<file path="src/hdl/pgc_pkg.sv">
package pgc_pkg;

  localparam int WORD_BITS      = 32;
  localparam int PIXEL_BITS     = 32;
  localparam int FRACTION_BITS  = 16;
  localparam int CHAN_BITS      = 16;
  localparam int GAMMA_BITS     = 16;
  localparam int GAMMA_FRAC     = 12;
  localparam int SHIFT_BITS     = 5;
  localparam int EXP_PREC       = 30;
  localparam int QUEUE_DEPTH    = 4;
  localparam int CFG_INDEX_BITS = 3;
  localparam int LANE_LAT       = 3 * FRACTION_BITS + 6;

  localparam logic [GAMMA_BITS-1:0] BYPASS_GAMMA = GAMMA_BITS'(4096);
  localparam logic [WORD_BITS-1:0] PIX_MASK = (PIXEL_BITS >= WORD_BITS) ? {WORD_BITS{1'b1}} :
      WORD_BITS'((64'd1 << PIXEL_BITS) - 64'd1);

  typedef enum logic [CFG_INDEX_BITS-1:0] {
    REG_INV_GAMMA    = 3'd0,
    REG_RED_SHIFT    = 3'd1,
    REG_GREEN_SHIFT  = 3'd2,
    REG_BLUE_SHIFT   = 3'd3,
    REG_CHANNEL_MASK = 3'd4
  } cfg_reg_t;

  typedef enum logic [1:0] {
    SPEC_CALC,
    SPEC_ZERO,
    SPEC_FULL
  } spec_t;

  typedef struct packed {
    logic [GAMMA_BITS-1:0] inv_gamma;
    logic [SHIFT_BITS-1:0] red_shift;
    logic [SHIFT_BITS-1:0] green_shift;
    logic [SHIFT_BITS-1:0] blue_shift;
    logic [CHAN_BITS-1:0]  channel_mask;
  } cfg_t;

  typedef struct packed {
    logic [WORD_BITS-1:0]          pix;
    logic                          bypass;
    logic                          fmt_err;
    logic [2:0][CHAN_BITS-1:0]     chan;
  } entry_t;

  typedef struct packed {
    logic [WORD_BITS-1:0] pix;
    logic                 bypass;
    logic                 fmt_err;
  } side_t;

  function automatic logic [63:0] isqrt64(input logic [63:0] v_in);
    logic [63:0] v;
    logic [63:0] res;
    logic [63:0] bit_w;
    v = v_in;
    res = '0;
    bit_w = 64'd1 << 62;
    for (int i = 0; i < 32; i++) begin
      if (bit_w > v) begin
        bit_w = bit_w >> 2;
      end
    end
    for (int i = 0; i < 32; i++) begin
      if (bit_w != 64'd0) begin
        if (v >= res + bit_w) begin
          v = v - (res + bit_w);
          res = (res >> 1) + bit_w;
        end else begin
          res = res >> 1;
        end
        bit_w = bit_w >> 2;
      end
    end
    return res;
  endfunction

  // Root of two to the power minus two to the minus j, in Q0.30.
  function automatic logic [EXP_PREC-1:0] exp_root(input int j);
    logic [63:0] t;
    t = isqrt64(64'd1 << (2 * EXP_PREC - 1));
    for (int i = 2; i <= 24; i++) begin
      if (i <= j) begin
        t = isqrt64(t << EXP_PREC);
      end
    end
    return t[EXP_PREC-1:0];
  endfunction

endpackage

</file>
<file path="src/hdl/pgc_in_if.sv">
interface pgc_in_if;
  logic                           valid;
  logic                           ready;
  logic [pgc_pkg::WORD_BITS-1:0]  pixel_in;

  modport source (output valid, output pixel_in, input ready);
  modport sink (input valid, input pixel_in, output ready);
endinterface

</file>
<file path="src/hdl/pgc_front.sv">
module pgc_front (
  input  pgc_pkg::cfg_t   cfg,
  pgc_in_if.sink          pix_in,
  input  logic            full,
  output logic            push,
  output pgc_pkg::entry_t entry
);
  import pgc_pkg::*;

  logic [WORD_BITS-1:0] pix;

  assign pix_in.ready = !full;
  assign push = pix_in.valid && !full;
  assign pix = pix_in.pixel_in & PIX_MASK;

  always_comb begin
    entry.pix = pix;
    entry.bypass = (cfg.inv_gamma == BYPASS_GAMMA);
    entry.fmt_err = (cfg.inv_gamma != BYPASS_GAMMA) && (cfg.channel_mask == '0);
    entry.chan[0] = CHAN_BITS'(pix >> cfg.red_shift) & cfg.channel_mask;
    entry.chan[1] = CHAN_BITS'(pix >> cfg.green_shift) & cfg.channel_mask;
    entry.chan[2] = CHAN_BITS'(pix >> cfg.blue_shift) & cfg.channel_mask;
  end

endmodule

</file>
<file path="src/flat_wrapper.sv">
// flat-port wrapper written by rule: the top's interface ports become plain ports
module pgc_front_flat import pgc_pkg::*;
  (cfg, full, push, entry, pix_in_valid, pix_in_pixel_in, pix_in_ready);
  pgc_in_if pix_in_i ();
  input  pgc_pkg::cfg_t cfg;
  input  logic full;
  output logic push;
  output pgc_pkg::entry_t entry;
  input wire logic [$bits(pix_in_i.valid)-1:0] pix_in_valid;
  input wire logic [$bits(pix_in_i.pixel_in)-1:0] pix_in_pixel_in;
  output wire logic [$bits(pix_in_i.ready)-1:0] pix_in_ready;
  assign pix_in_i.valid = pix_in_valid;
  assign pix_in_i.pixel_in = pix_in_pixel_in;
  assign pix_in_ready = pix_in_i.ready;
  pgc_front u_core (.cfg(cfg), .pix_in(pix_in_i), .full(full), .push(push), .entry(entry));
endmodule
</file>
<file path="config.mk">
export PLATFORM = sky130hd
export DESIGN_NAME = pgc_front_flat
export DESIGN_NICKNAME = d
export VERILOG_FILES = /design/src/hdl/pgc_pkg.sv /design/src/hdl/pgc_in_if.sv /design/src/hdl/pgc_front.sv /design/src/flat_wrapper.sv
export SDC_FILE = /design/constraint.sdc
export NUM_CORES = 1
export LEC_CHECK = 0
export ABC_AREA = 1
export BUFFER_PORTS_ARGS = -buffer_cell sky130_fd_sc_hd__buf_4
export CAP_MARGIN = 15
export CORE_ASPECT_RATIO = 1.1
export CORE_UTILIZATION = 58
export DETAILED_ROUTE_END_ITERATION = 7
export PLACE_DENSITY = 0.9
export SYNTH_ARGS = -nofsm -noshare
export SYNTH_HDL_FRONTEND = slang
export SYNTH_SLANG_ARGS = --single-unit
</file>
<file path="constraint.sdc">
create_clock -name vclk -period 2.9
set_clock_uncertainty 0.15 [all_clocks]
set_input_delay 0.145 -clock vclk [all_inputs]
set_output_delay 0.145 -clock vclk [all_outputs]
set_load 0.005 [all_outputs]
</file>
==> metrics <==
status finished, violations left; failing checks DRC; Final nets 1213; DR WL/cell 17.2 um; Vias/cell 6.66; Hold Path Stages 2; Total GRT Usage 45.0%; starting density of the core 61.0%; worst path required time 2.61 ns; Critical Path AT 1.94 ns; Pre-antenna DRT Iters 8; largest family of logic cells by synthesized area simple AND/OR/NAND/NOR gates; hpwl dp 15300 um; post-route setup slack 0.663 ns; register area share after synthesis 0%; GR peak layer met2; Die Wd 89.9 um; port buffer count 165; commonest non-fill, non-tap cells in the layout nand3_1 (468), nand2_1 (338), buf_4 (170), a21oi_1 (60), inv_1 (43); DR iter-0 viols 1201; YS warnings 0; critical path class in2out; Final Cycle Share 77.1%; crit path capture type primary output; Power Total 1.09 mW; Max Fclk 447 MHz; min Tclk post-route 2.24 ns; cts hold-fix bufs 0; sequential cells 0; RSZ-0062 raised after global routing no; diode count 0; # rows 34; crit path from cfg[28]; die area 8880 um2; Relative slew margins 33.7%; Min-Delay Endpoint entry[50]; global routing usage on met1 57.2%; Placed Area 5750 um2; commonest non-fill, non-tap cell in the layout nand3_1; crit-path max FO 33; clock buffer count 0; Finished Cell Area 5750 um2; Storage cell area 0 um2; Leak Pwr 3.06 nW; initial antenna violation count 0; Top Ports 165; Top cell by count, worst path nand2_1; Post-CTS Resized 0; Die H 98.7 um; worst slew pin tran 0.993 ns; met3 usage 12.0%; Syn Inst Count 1062; share of layout cells above drive strength 1 15.8%; post-synthesis simple-gate area fraction 77.5%; Worst IR Drop VDD 0.117 mV; Syn Nets 1143; Post-Synth Adder-Cell Area 0%; Max-Cap Viols 0; Synth Area in XOR/XNOR 0%; Final TNS setup 0 ns; vias in the first global route 6745; Routed Antenna Nets 0; CP max stage delay 0.76 ns; core outline area 8080 um2; CP max-delay cell inv_1; synthesized area per cell 4.65 um2; crit start category input pin; largest net degree at the start of global routing 34; Hold Startpoint pix_in_pixel_in[0]; vias 8251; DRC 5; Final setup viols 0; WL final 21300 um; synth unique cells 16; Post-Syn Area 4930 um2; first-pass GRT wire length 32600 um; DP Worst Slack 0.754 ns; Final Hold Vio Count 0; filler cell count 777; GP Congestion 1.08; Area growth syn-to-layout 16.5%; final-report max-slew violation count 0; grt met2 use 66.4%; crit path cell chain buf_4, inv_1, nand3_1, nand2_1, nand2_1, nand2_1, inv_1, a21oi_1, buf_4; HP Class in2out; setup repair bufs after CTS 0; grt ovf 0; Synth Area in Compound Gates 6.39%; PD cells 190 nW/um2; proportion of synthesized area in mux cells 0%
==> cell families (layout without fill, tap and decap cells) <==
family                 count (synthesis)  count (layout)
AO/OA/AOI/OAI                         63              63
buffers and inverters                154             222
AND/OR/NAND/NOR                      845             845
==> worst max path at each step <==
stage,to,cells after the start
final,entry[0],9
after global routing,entry[17],9
after CTS,entry[17],9
after global placement,entry[17],9
after floorplan,entry[3],6
after detailed placement,entry[7],7
==> layer usage <==
layer / wire length, um / vias to the layer above / part of all wire, %
met3: 3850 / 182 / 18
met1: 7250 / 3498 / 34
met2: 8220 / 795 / 39
li1: - / 3776 / -
met5: 0 / - / 0
met4: 1980 / 0 / 9.3
==> where the power goes <==
group	internal, mW	switching (mW)	leakage, nW	total (mW)
Sequential	0	0	0	0
Combinational	0.400	0.692	3.06	1.09
Clock	0	0	0	0
Total	0.400	0.692	3.06	1.09
==> synthesized netlist by cell type, drive strengths merged <==
| master | count | area (um2) |
|---|---|---|
| nand2 | 338 | 1270 |
| buf | 82 | 523 |
| nor4 | 8 | 50.1 |
| nor3 | 6 | 30.0 |
| clkbuf | 20 | 75.1 |
| inv | 49 | 184 |
| nand3 | 468 | 2340 |
| o21ai | 3 | 15.0 |
| nand4 | 13 | 81.3 |
| clkinv | 3 | 11.3 |
| nor2 | 12 | 52.6 |
| a21oi | 60 | 300 |
==> worst max-delay path: cells and delay by family <==
family	cells	cell delay (ns)
and+or+nand+nor	4	0.46
AOI/OAI and AO/OA	1	0.15
buffers and inverters	4	1.16
==> layout make-up <==
type                            instances  area [um2]  area share [%]
Multi-Input combinational cell        908        4140            72.0
Timing Repair Buffer                  170        1280            22.2
Inverter                               52         195            3.40
Tap cell                              108         135            2.35
==> per-stage QoR <==
step	hold slack, ns	cells	util (%)
floorplan	0.167	1062	-
global placement	0.357	1238	71.1
detailed placement	0.359	1238	71.1
CTS	0.359	1238	71.1
global route	0.372	1238	71.1
finish	0.366	1238	71.1
(Power assumes the default switching activity.)
