==> src/hdl/pgc_pkg.sv <==
package pgc_pkg;

  localparam int WORD_BITS      = 32;
  localparam int PIXEL_BITS     = 32;
  localparam int FRACTION_BITS  = 16;
  localparam int CHAN_BITS      = 16;
  localparam int GAMMA_BITS     = 16;
  localparam int GAMMA_FRAC     = 12;
  localparam int SHIFT_BITS     = 5;
  localparam int EXP_PREC       = 30;
  localparam int QUEUE_DEPTH    = 4;
  localparam int CFG_INDEX_BITS = 3;
  localparam int LANE_LAT       = 3 * FRACTION_BITS + 6;

  localparam logic [GAMMA_BITS-1:0] BYPASS_GAMMA = GAMMA_BITS'(4096);
  localparam logic [WORD_BITS-1:0] PIX_MASK = (PIXEL_BITS >= WORD_BITS) ? {WORD_BITS{1'b1}} :
      WORD_BITS'((64'd1 << PIXEL_BITS) - 64'd1);

  typedef enum logic [CFG_INDEX_BITS-1:0] {
    REG_INV_GAMMA    = 3'd0,
    REG_RED_SHIFT    = 3'd1,
    REG_GREEN_SHIFT  = 3'd2,
    REG_BLUE_SHIFT   = 3'd3,
    REG_CHANNEL_MASK = 3'd4
  } cfg_reg_t;

  typedef enum logic [1:0] {
    SPEC_CALC,
    SPEC_ZERO,
    SPEC_FULL
  } spec_t;

  typedef struct packed {
    logic [GAMMA_BITS-1:0] inv_gamma;
    logic [SHIFT_BITS-1:0] red_shift;
    logic [SHIFT_BITS-1:0] green_shift;
    logic [SHIFT_BITS-1:0] blue_shift;
    logic [CHAN_BITS-1:0]  channel_mask;
  } cfg_t;

  typedef struct packed {
    logic [WORD_BITS-1:0]          pix;
    logic                          bypass;
    logic                          fmt_err;
    logic [2:0][CHAN_BITS-1:0]     chan;
  } entry_t;

  typedef struct packed {
    logic [WORD_BITS-1:0] pix;
    logic                 bypass;
    logic                 fmt_err;
  } side_t;

  function automatic logic [63:0] isqrt64(input logic [63:0] v_in);
    logic [63:0] v;
    logic [63:0] res;
    logic [63:0] bit_w;
    v = v_in;
    res = '0;
    bit_w = 64'd1 << 62;
    for (int i = 0; i < 32; i++) begin
      if (bit_w > v) begin
        bit_w = bit_w >> 2;
      end
    end
    for (int i = 0; i < 32; i++) begin
      if (bit_w != 64'd0) begin
        if (v >= res + bit_w) begin
          v = v - (res + bit_w);
          res = (res >> 1) + bit_w;
        end else begin
          res = res >> 1;
        end
        bit_w = bit_w >> 2;
      end
    end
    return res;
  endfunction

  // Root of two to the power minus two to the minus j, in Q0.30.
  function automatic logic [EXP_PREC-1:0] exp_root(input int j);
    logic [63:0] t;
    t = isqrt64(64'd1 << (2 * EXP_PREC - 1));
    for (int i = 2; i <= 24; i++) begin
      if (i <= j) begin
        t = isqrt64(t << EXP_PREC);
      end
    end
    return t[EXP_PREC-1:0];
  endfunction

endpackage

==> src/hdl/pgc_queue.sv <==
module pgc_queue (
  input  logic            clk,
  input  logic            rst,
  input  logic            push,
  input  pgc_pkg::entry_t push_entry,
  output logic            full,
  input  logic            pop,
  output logic            valid,
  output pgc_pkg::entry_t entry
);
  import pgc_pkg::*;

  localparam int PW = $clog2(QUEUE_DEPTH);
  localparam int CNW = $clog2(QUEUE_DEPTH + 1);

  entry_t          mem [QUEUE_DEPTH];
  logic [PW-1:0]   wr_ptr;
  logic [PW-1:0]   rd_ptr;
  logic [CNW-1:0]  count;
  logic            do_push;
  logic            do_pop;

  assign full = (count == CNW'(QUEUE_DEPTH));
  assign valid = (count != '0);
  assign entry = mem[rd_ptr];
  assign do_push = push && !full;
  assign do_pop = pop && valid;

  always_ff @(posedge clk) begin
    if (do_push) begin
      mem[wr_ptr] <= push_entry;
    end
  end

  always_ff @(posedge clk) begin
    if (rst) begin
      wr_ptr <= '0;
      rd_ptr <= '0;
      count <= '0;
    end else begin
      if (do_push) begin
        wr_ptr <= (wr_ptr == PW'(QUEUE_DEPTH - 1)) ? '0 : wr_ptr + 1'b1;
      end
      if (do_pop) begin
        rd_ptr <= (rd_ptr == PW'(QUEUE_DEPTH - 1)) ? '0 : rd_ptr + 1'b1;
      end
      if (do_push && !do_pop) begin
        count <= count + 1'b1;
      end else if (do_pop && !do_push) begin
        count <= count - 1'b1;
      end
    end
  end

endmodule

==> config.mk <==
export PLATFORM = sky130hd
export DESIGN_NAME = pgc_queue
export DESIGN_NICKNAME = d
export VERILOG_FILES = /design/src/hdl/pgc_pkg.sv /design/src/hdl/pgc_queue.sv
export SDC_FILE = /design/constraint.sdc
export NUM_CORES = 1
export LEC_CHECK = 0
export ABC_CLOCK_PERIOD_IN_PS = 5250
export BUFFER_PORTS_ARGS = -buffer_cell sky130_fd_sc_hd__buf_2
export CORE_AREA = 3 3 154 156
export CTS_CLUSTER_SIZE = 25
export DETAILED_ROUTE_END_ITERATION = 12
export DIE_AREA = 0 0 157 159
export PLACE_DENSITY = 0.76
export SLEW_MARGIN = 20
export SYNTH_ARGS = -nofsm -noshare
export SYNTH_HDL_FRONTEND = slang
export SYNTH_SLANG_ARGS = --single-unit
==> constraint.sdc <==
create_clock -name clk -period 5.25 [get_ports clk]
set_input_delay 1.3125 -clock clk [delete_from_list [all_inputs] [get_ports clk]]
set_output_delay 1.3125 -clock clk [all_outputs]
set_load 0.05 [all_outputs]
==> results of run 1 <==
critical path: stages (launching register included):
cell	delay (ns)
dfxtp_4	0.86
buf_4	0.43
mux4_2	0.57
buf_2	0.23
power by group:
| part | internal, mW | total (mW) | switching [mW] |
|---|---|---|---|
| clock | 1.37 | 2.31 | 0.944 |
| combinational | 0.665 | 2.16 | 1.50 |
| sequential | 3.26 | 3.41 | 0.153 |
synth_stat cells (all sizes together) (3+ instances only):
master  instances  area share [%]
edfxtp        328              80
mux4           82              15
buf            18             1.2
dfxtp           9             1.5
ha              6            0.61
and3            4            0.20
nor2            4            0.14
a21oi           3            0.12
inv             3           0.091
or3             3            0.15
how the worst min path moves through the flow:
stage | from | to | slack (ns) | cells after the start
finish | rd_ptr[0] | flip-flop | 0.50 | 2
global route | rd_ptr[0] | flip-flop | 0.54 | 2
CTS | rd_ptr[0] | flip-flop | 0.51 | 2
detailed placement | rd_ptr[0] | flip-flop | 0.50 | 2
global placement | rd_ptr[0] | flip-flop | 0.47 | 2
floorplan | rd_ptr[0] | flip-flop | 0.46 | 2
per-stage QoR:
step           setup WS [ns]  utilization (%)  instance area [sq um]  total power [mW]
6_report                1.33             64.9                  14600              7.88
2_1_floorplan           1.53                -                  12300              5.17
3_3_place_gp            1.82             60.0                  13500              5.60
5_1_grt                 1.11             64.9                  14600              8.19
3_5_place_dp            1.75             60.0                  13500              5.66
4_1_cts                 1.22             64.9                  14600              7.98
final cells by class:
class,count,area [sq um]
flip-flops and latches,337,10000
fillers,1485,7900
multi-input cells,116,2140
clock buffers,44,941
repair buffers,180,941
well taps,285,357
clock inverters,18,148
inverters,5,37.5
diodes,3,7.51
routing by layer:
metal	vias up	share of wire, %	GRT usage, %
met5	-	0.13	0
met4	4	2.1	5.61
met3	43	7.1	4.24
met2	202	50	29.5
met1	2914	40	24.9
li1	2462	-	-
state kept, by name (all words and copies together), names as in the netlist, named ones only:
name / flops
wr_ptr: 2
rd_ptr: 2
mem: 328
count: 3
cell families after synthesis:
family	share of synthesized area [%]
flops	81.3
mux	15.1
buf+inv	1.57
simple gates	0.720
compound gates	0.405
fa+ha+maj	0.770
xor+xnor	0.142
==> results.ini, run 1 <==
[status]
status=finished, final reports clean

[setup_path]
worstPathArrival_ns=2.61
crit_type=reg2out
reg2reg_depth=3
required_ns=3.94
r2r-start=count[1]
endpoint_kind=output pin
cp-endpoint=entry[20]
reg2reg_slack_ns=2.77
worstPathMaxFanout=37
r2r_end=mem[3][34]
start_kind=flip-flop

[cts]
post_cts_resized=0
cts_tree=yes
numCtsBuffers=35
htree_num_levels=2
cts_hold_buf=0
cts_setup_buffers=0
clock_latency_ns=0.51
cts_buffer_depth=3
root_buffer=clkbuf_16
cts.sinks=337
path_clk_slew_ns=0.06

[timing]
fmax_mhz=255
slew_viol_final=0
hold_violations=0
period_needed_ns=3.92
tightest_slew_ns=0.990
rsz0062_at_grt=false
holdWs_ns=0.504
fin_skew_ns=0.0131
slew_headroom_pct=34.0
tns_ns=0
finalCritPeriodShare_pct=74.7
finalSetupViolCount=0

[drt]
drc_errors=0
post_drt_wl_per_cell_um=22.8
routed_via_density=5.69
antenna_left=0
wirelength_um=22500
dr.pass1.iters=5
initialDrtViolationCount=430
via_count=5625

[final_layout]
syn2layout_area_growth_pct=18.3
layout.cells.non_filler=988
nets=768
layout_commonest_cell=edfxtp_1
mostFrequentLayoutCells=edfxtp_1 (328), buf_2 (169), mux4_2 (82), clkbuf_16 (36), buf_4 (10)
drive_gt1_share_pct=46.0

[floorplan]
start_util_pct=54.8
dieArea_sq_mm=0.0250
num_io_pins=170
coreArea_sq_mm=0.0225
rows=55
die_y_um=159
die_x_um=157

[place]
routabilityCongestion=0.701
hpwl_um=13600
dp.cells=923
port_buffers=169

[pwr]
ir_worst_vdd_mv=0.362
leakage_nw=4.94
p_per_area_mw_per_mm2=540

[yosys]
synth-edff-count=328
synthFlopType=edfxtp_1
synth.distinct_cells=26
synth.cell_area_sq_mm=0.0123
seq_area_frac_synth_pct=81.3
yosysWarningCount=0
syn_inst=478
synth.avg_cell_area_sq_um=25.8
syn_nets=571
ys_async_sr_fraction_pct=0
synth_seq_cells=337

[worst_hold_path]
hp-class=reg2reg

[grt]
grt_pass1_wl_um=34700
antenna_found_initial=3
grt_start_max_net_pins=65
overflow=0
grt_pass1_vias=6139
grt_usage_pct=18.2

[job]
cap_violations=0

(Power assumes the default switching activity.)
==> run 2, diff against run 1 <==
--- a/config.mk
+++ b/config.mk
@@ -5,7 +5,7 @@
 export SDC_FILE = /design/constraint.sdc
 export NUM_CORES = 1
 export LEC_CHECK = 0
-export ABC_CLOCK_PERIOD_IN_PS = 5250
+export ABC_CLOCK_PERIOD_IN_PS = 4050
 export BUFFER_PORTS_ARGS = -buffer_cell sky130_fd_sc_hd__buf_2
 export CORE_AREA = 3 3 154 156
 export CTS_CLUSTER_SIZE = 25
==> constraint.sdc (replaced) <==
create_clock -name clk -period 4.05 [get_ports clk]
set_input_delay 1.0125 -clock clk [delete_from_list [all_inputs] [get_ports clk]]
set_output_delay 1.0125 -clock clk [all_outputs]
set_load 0.05 [all_outputs]
==> run 2 against run 1 <==
Critical path depth did not move; sequential share of layout area fell by 0.16 points; utilization increased by 0.15 points; cell count unchanged; clock skew is 0.0037 ns higher; clock-buffer cell count decreased by 1; highest routed layer unchanged; first-iteration DRC count fell by 14%; hold slack got worse by 0.0027 ns.
==> results.ini, run 2 (synthesized netlist as in run 1, its figures left out) <==
[timing]
tightest_slew_ns=0.863  ; -0.126 ns
slew_headroom_pct=42.4  ; +8.4 points
period_needed_ns=3.37
fmax_mhz=297
rsz0062_at_grt=false
setup_slack_ns=0.682  ; -0.645 ns
slew_viol_final=0  ; unchanged
finalCritPeriodShare_pct=83.2
hold_violations=0  ; unchanged
tns_ns=0  ; unchanged
fin_skew_ns=0.0169  ; +0.00373 ns
finalSetupViolCount=0  ; unchanged

[cts]
cts_buffer_depth=3  ; unchanged
htree_num_levels=2  ; unchanged
cts.sinks=337  ; unchanged
path_clk_slew_ns=0.06  ; about the same
cts_tree=yes
numCtsBuffers=35  ; unchanged
cts_setup_buffers=0  ; unchanged
post_cts_resized=0  ; unchanged
root_buffer=clkbuf_16
cts_hold_buf=0  ; unchanged
clock_latency_ns=0.50  ; about the same

[place]
port_buffers=169  ; unchanged
routabilityCongestion=0.744  ; +6.2%
hpwl_um=13400  ; -1.4%
pre_cts_ws_ns=1.11  ; -0.647 ns

[job]
cap_violations=0  ; unchanged

[final_layout]
nets=769  ; +0.13%
syn2layout_area_growth_pct=18.6
largestRegisters=mem: 328 flops, count: 3 flops
layout_commonest_cell=edfxtp_1
largest_register_ffs=328  ; unchanged
regArea_sq_mm=0.0100  ; unchanged
multi_input_area_sq_mm=0.00214  ; unchanged
n_fill_cell=1474  ; -0.74%
largest_register=mem
mostFrequentLayoutCells=edfxtp_1 (328), buf_2 (169), mux4_2 (82), clkbuf_16 (37), clkinv_1 (9)
drive_gt1_share_pct=46.0  ; about the same

[setup_path]
reg2reg_slack_ns=1.66  ; -1.11 ns
r2r_end=count[2]
slowest_delay_ns=0.68  ; -0.18 ns
worstPathMaxFanout=24  ; -35%
r2r-start=count[0]
crit_path_cell_trace=buf_4, mux4_2, buf_2
crit_type=reg2out
cpMaxStageDelayCell=dfxtp_4
endpoint_kind=output pin
required_ns=3.04  ; -0.90 ns
start_kind=flip-flop
cp-endpoint=entry[51]
worstPathArrival_ns=2.36  ; -0.25 ns
reg2reg_depth=9  ; +6

[grt]
gr-usage-met1_pct=23.4  ; -1.5 points
grt_pass1_wl_um=34300  ; -1.1%
met2_usage_pct=29.8  ; +0.29 points
overflow=0  ; unchanged
grt_start_max_net_pins=53  ; -18%
grt_usage_pct=17.9  ; -0.30 points
antenna_found_initial=4  ; +1
grt_pass1_vias=6207  ; +1.1%
gr-usage-met3_pct=5.14  ; +0.90 points
gr-max-usage-layer=met2

[drt]
drc_errors=0  ; unchanged
wirelength_um=22100  ; -2.0%
routed_via_density=5.67  ; -0.44%
dr.pass1.iters=4  ; -1
via_count=5600  ; -0.44%
antenna_left=0  ; unchanged
post_drt_wl_per_cell_um=22.4  ; -2.0%
initialDrtViolationCount=370  ; -14%

[pwr]
p_per_area_mw_per_mm2=696  ; +29%
ir_worst_vdd_mv=0.548  ; +51%
leakage_nw=4.94  ; +0.15%

[floorplan]
die_x_um=157  ; unchanged
num_io_pins=170  ; unchanged
die_y_um=159  ; unchanged
coreArea_sq_mm=0.0225  ; unchanged
start_util_pct=54.8  ; unchanged
rows=55  ; unchanged
dieArea_sq_mm=0.0250  ; unchanged

[worst_hold_path]
hp-class=reg2reg

[status]
status=finished, final reports clean

## run 2: critical path, delay by kind of cell (launching register included)
kind | cells | cell delay (ns)
mux | 1 | 0.56
flops | 1 | 0.68
buf+inv | 2 | 0.62
## run 2: worst min-delay path by stage
stage          slack [ns]      start        end  depth (start not counted)
4_1_cts              0.50  rd_ptr[0]  flip-flop                          2
3_5_place_dp         0.49  rd_ptr[0]  flip-flop                          2
3_3_place_gp         0.46  rd_ptr[0]  flip-flop                          2
5_1_grt              0.53  rd_ptr[0]  flip-flop                          2
2_1_floorplan        0.46  rd_ptr[0]  flip-flop                          2
6_report             0.50  rd_ptr[0]  flip-flop                          2
## run 2: routing by layer
metal,share of wire (%),wire length (um)
met1,39,8670
met2,51,11300
met3,7.5,1670
met4,1.8,387
met5,0.19,41
## run 2: per-stage QoR
step	cells	hold WS [ns]	area, sq um	utilization, %	total power, mW
after floorplan	478	0.463	12300	-	6.70
after global placement	924	0.460	13600	60.2	7.27
after detailed placement	924	0.488	13600	60.2	7.35
after CTS	987	0.499	14600	65.0	10.3
after global routing	988	0.527	14600	65.1	10.6
final	988	0.501	14600	65.1	10.2
## run 2: area by class of cell
cell class	count	area share [%]
clock inverters	20	0.846
flip-flops and latches	337	68.6
inverters	5	0.256
diodes	1	0.0171
well taps	285	2.44
multi-input cells	116	14.6
repair buffers	181	6.73
clock buffers	43	6.55
## run 2: power breakdown
group	total, mW	switching [mW]	internal, mW
clock network	2.95	1.21	1.75
registers	4.39	0.171	4.22
logic	2.84	1.97	0.875
total	10.2	3.34	6.84
==> run 3, diff against run 2 <==
--- a/config.mk
+++ b/config.mk
@@ -5,12 +5,13 @@
 export SDC_FILE = /design/constraint.sdc
 export NUM_CORES = 1
 export LEC_CHECK = 0
-export ABC_CLOCK_PERIOD_IN_PS = 4050
+export ABC_AREA = 1
+export ABC_CLOCK_PERIOD_IN_PS = 3200
 export BUFFER_PORTS_ARGS = -buffer_cell sky130_fd_sc_hd__buf_2
-export CORE_AREA = 3 3 154 156
+export CORE_AREA = 3 3 157 159
 export CTS_CLUSTER_SIZE = 25
 export DETAILED_ROUTE_END_ITERATION = 12
-export DIE_AREA = 0 0 157 159
+export DIE_AREA = 0 0 160 162
 export PLACE_DENSITY = 0.76
 export SLEW_MARGIN = 20
 export SYNTH_ARGS = -nofsm -noshare
==> constraint.sdc (replaced) <==
create_clock -name clk -period 3.2 [get_ports clk]
set_input_delay 0.8 -clock clk [delete_from_list [all_inputs] [get_ports clk]]
set_output_delay 0.8 -clock clk [all_outputs]
set_load 0.05 [all_outputs]
==> run 3 against run 2 <==
Synthesized area is 3.3% higher; clock power rose by 23%; cell count is 40% higher; clock-buffer cell count stayed put; largest cell class unchanged; critical path type unchanged; first-iteration DRC count grew 80%; global-route usage grew 2.1 points; utilization is 0.92 points lower; synthesized cell count up 81%; critical endpoint is now entry[3]; flip-flop and latch count is the same; power grew 44%; critical path depth grew 1.
==> results.ini, run 3 <==
[cts]
cts.sinks=337  ; unchanged
cts_tree=yes
cts_buffer_depth=3  ; unchanged
numCtsBuffers=34  ; -2.9%
cts_hold_buf=0  ; unchanged
post_cts_resized=0  ; unchanged
htree_num_levels=2  ; unchanged
clock_latency_ns=0.50  ; about the same
path_clk_slew_ns=0.06  ; about the same
cts_setup_buffers=0  ; unchanged
root_buffer=clkbuf_16

[timing]
fmax_mhz=333
fin_skew_ns=0.0137  ; -0.00319 ns
slew_headroom_pct=60.2  ; +18 points
tightest_slew_ns=0.597  ; -0.267 ns
rsz0062_at_grt=false
period_needed_ns=3.00
finalCritPeriodShare_pct=93.7
slew_viol_final=0  ; unchanged
hold_violations=0  ; unchanged
tns_ns=0  ; unchanged
finalSetupViolCount=0  ; unchanged

[yosys]
yosysWarningCount=0  ; unchanged
synthTopCellsByArea=edfxtp_1 (77%), nor2_1 (5.3%), o22ai_1 (3.9%)
synthFlopType=edfxtp_1
seq_area_frac_synth_pct=78.6  ; -2.6 points
yosysTopAreaCell=edfxtp_1
ys_async_sr_fraction_pct=0  ; unchanged
syn_nets=956  ; +67%
synth_seq_cells=337  ; unchanged
synth.avg_cell_area_sq_um=14.8  ; -43%
synth.most_common_cell=edfxtp_1
syn_inst=863  ; +81%
synth.cell_area_sq_mm=0.0128  ; +3.3%
synth-edff-count=328  ; unchanged
synth.distinct_cells=25  ; -3.8%
synthTopCellsByCount=edfxtp_1 (328), nor2_1 (179), o21ai_0 (85), o22ai_1 (80), o21ai_1 (62)
yosys.area.top_type_share_pct=77.2  ; -2.6 points

[setup_path]
worstPathMaxFanout=60  ; +150%
worstPathArrival_ns=2.20  ; -0.16 ns
cpMaxStageDelayCell=buf_4
crit_path_cell_trace=buf_4, o21ai_0, o22ai_1, buf_2
required_ns=2.40  ; -0.64 ns
start_kind=flip-flop
crit_type=reg2out
endpoint_kind=output pin
slowest_delay_ns=0.49  ; -0.19 ns

[final_layout]
largestRegisters=mem: 328 flops, count: 3 flops
syn2layout_area_growth_pct=17.7
multi_input_area_sq_mm=0.00233  ; +8.8%
nets=1130  ; +47%
largest_register_ffs=328  ; unchanged
mostFrequentLayoutCells=edfxtp_1 (328), nor2_1 (175), buf_2 (169), o21ai_0 (85), o22ai_1 (80)
n_fill_cell=1723  ; +17%
regArea_sq_mm=0.0100  ; about the same
largest_register=mem
final_cell_area_sq_mm=0.0150  ; +2.5%
drive_gt1_share_pct=25.0  ; -21 points
layout_commonest_cell=edfxtp_1

[drt]
post_drt_wl_per_cell_um=18.8  ; -16%
antenna_left=0  ; unchanged
wl_met1_um=10700  ; +24%
top_layer=met5
initialDrtViolationCount=666  ; +80%
wirelength_um=26000  ; +18%
routed_via_density=5.51  ; -2.8%
via_count=7625  ; +36%
dr_wl_met2_um=12700  ; +12%
dr_wl_met3_um=2000  ; +20%
drc_errors=0  ; unchanged
dr.pass1.iters=4  ; unchanged

[place]
routabilityCongestion=0.740  ; -0.58%
hpwl_um=14800  ; +10%
port_buffers=169  ; unchanged
placed_area_sq_mm=0.0140  ; +3.1%

[worst_hold_path]
hp-class=in2reg

[floorplan]
die_x_um=160  ; +1.9%
die_y_um=162  ; +1.9%
rows=56  ; +1.8%
coreArea_sq_mm=0.0234  ; +4.0%
dieArea_sq_mm=0.0259  ; +3.8%
start_util_pct=54.5  ; -0.35 points
num_io_pins=170  ; unchanged

[grt]
grt_pass1_vias=7725  ; +24%
grt_start_max_net_pins=83  ; +57%
overflow=0  ; unchanged
grt_usage_pct=19.9  ; +2.1 points
antenna_found_initial=3  ; -1
grt_pass1_wl_um=40900  ; +19%

[pwr]
p_total_mw=14.7  ; +44%
ir_worst_vdd_mv=0.651  ; +19%
leakage_nw=5.30  ; +7.3%
p_per_area_mw_per_mm2=980  ; +41%

[status]
status=finished, final reports clean

[job]
cap_violations=0  ; unchanged

-- run 3: cell types whose count changed in the layout (fill, tap and decap cells not counted), sizes merged, moves of 2 or more --
cell	change
nor2	+177
o21ai	+163
mux4	-82
o22ai	+82
inv	+14
nand2	+13
buf	+10
and3	-4
or3	-3
clkinv	-2
diode	+2
mux2i	-2
nand3b	+2
o31ai	-2
-- run 3: per-layer routing --
layer  up-vias  GRT usage, %
li1       3605             -
met1      3711          26.3
met2       255          33.0
met3        50          5.00
met4         4          6.59
met5         -             0
-- run 3: cell type report --
cell class / count / area share [%]
diodes: 3 / 0.0500
clock inverters: 18 / 0.734
well taps: 319 / 2.66
flip-flops and latches: 337 / 66.9
clock buffers: 43 / 6.10
repair buffers: 191 / 7.65
inverters: 17 / 0.458
multi-input cells: 456 / 15.5
-- run 3: report_power, final --
group / internal [mW] / switching [mW] / leakage [nW]
Clock: 2.11 / 1.53 / 0.505
Sequential: 5.38 / 0.129 / 3.08
Combinational: 1.26 / 4.32 / 1.72
Total: 8.74 / 5.97 / 5.30
-- run 3: path summary, 6_finish.rpt --
path	start	end	slack, ns	cells after the start
setup / recovery	flip-flop	entry[3]	0.20	4
hold / removal	rst	count[0]	0.48	2
setup reg to reg	count[0]	count[1]	1.05	9
hold reg to reg	rd_ptr[1]	flip-flop	0.52	2
-- run 3: worst max-delay path: cells and delay by family (launching register included) --
kind | cells | cell delay [ns]
buf+inv | 2 | 0.82
compound gates | 2 | 0.48
flops | 1 | 0.37
-- run 3: cell families after synthesis --
kind of cell | after synthesis | share of synthesized area [%]
compound gates | 249 | 11.2
xor+xnor | 1 | 0.0687
fa+ha+maj | 7 | 0.746
buf+inv | 70 | 3.36
flops | 337 | 78.6
simple gates | 199 | 5.98
-- run 3: metrics by stage --
stage                     hold slack, ns  util [%]  setup slack (ns)  cells
after floorplan                    0.483         -            -0.353    863
after global placement             0.511      59.7             0.822   1320
after detailed placement           0.518      59.7             0.729   1320
after CTS                          0.459      64.1             0.167   1381
after global routing               0.473      64.1            0.0655   1382
final                              0.477      64.1             0.201   1384
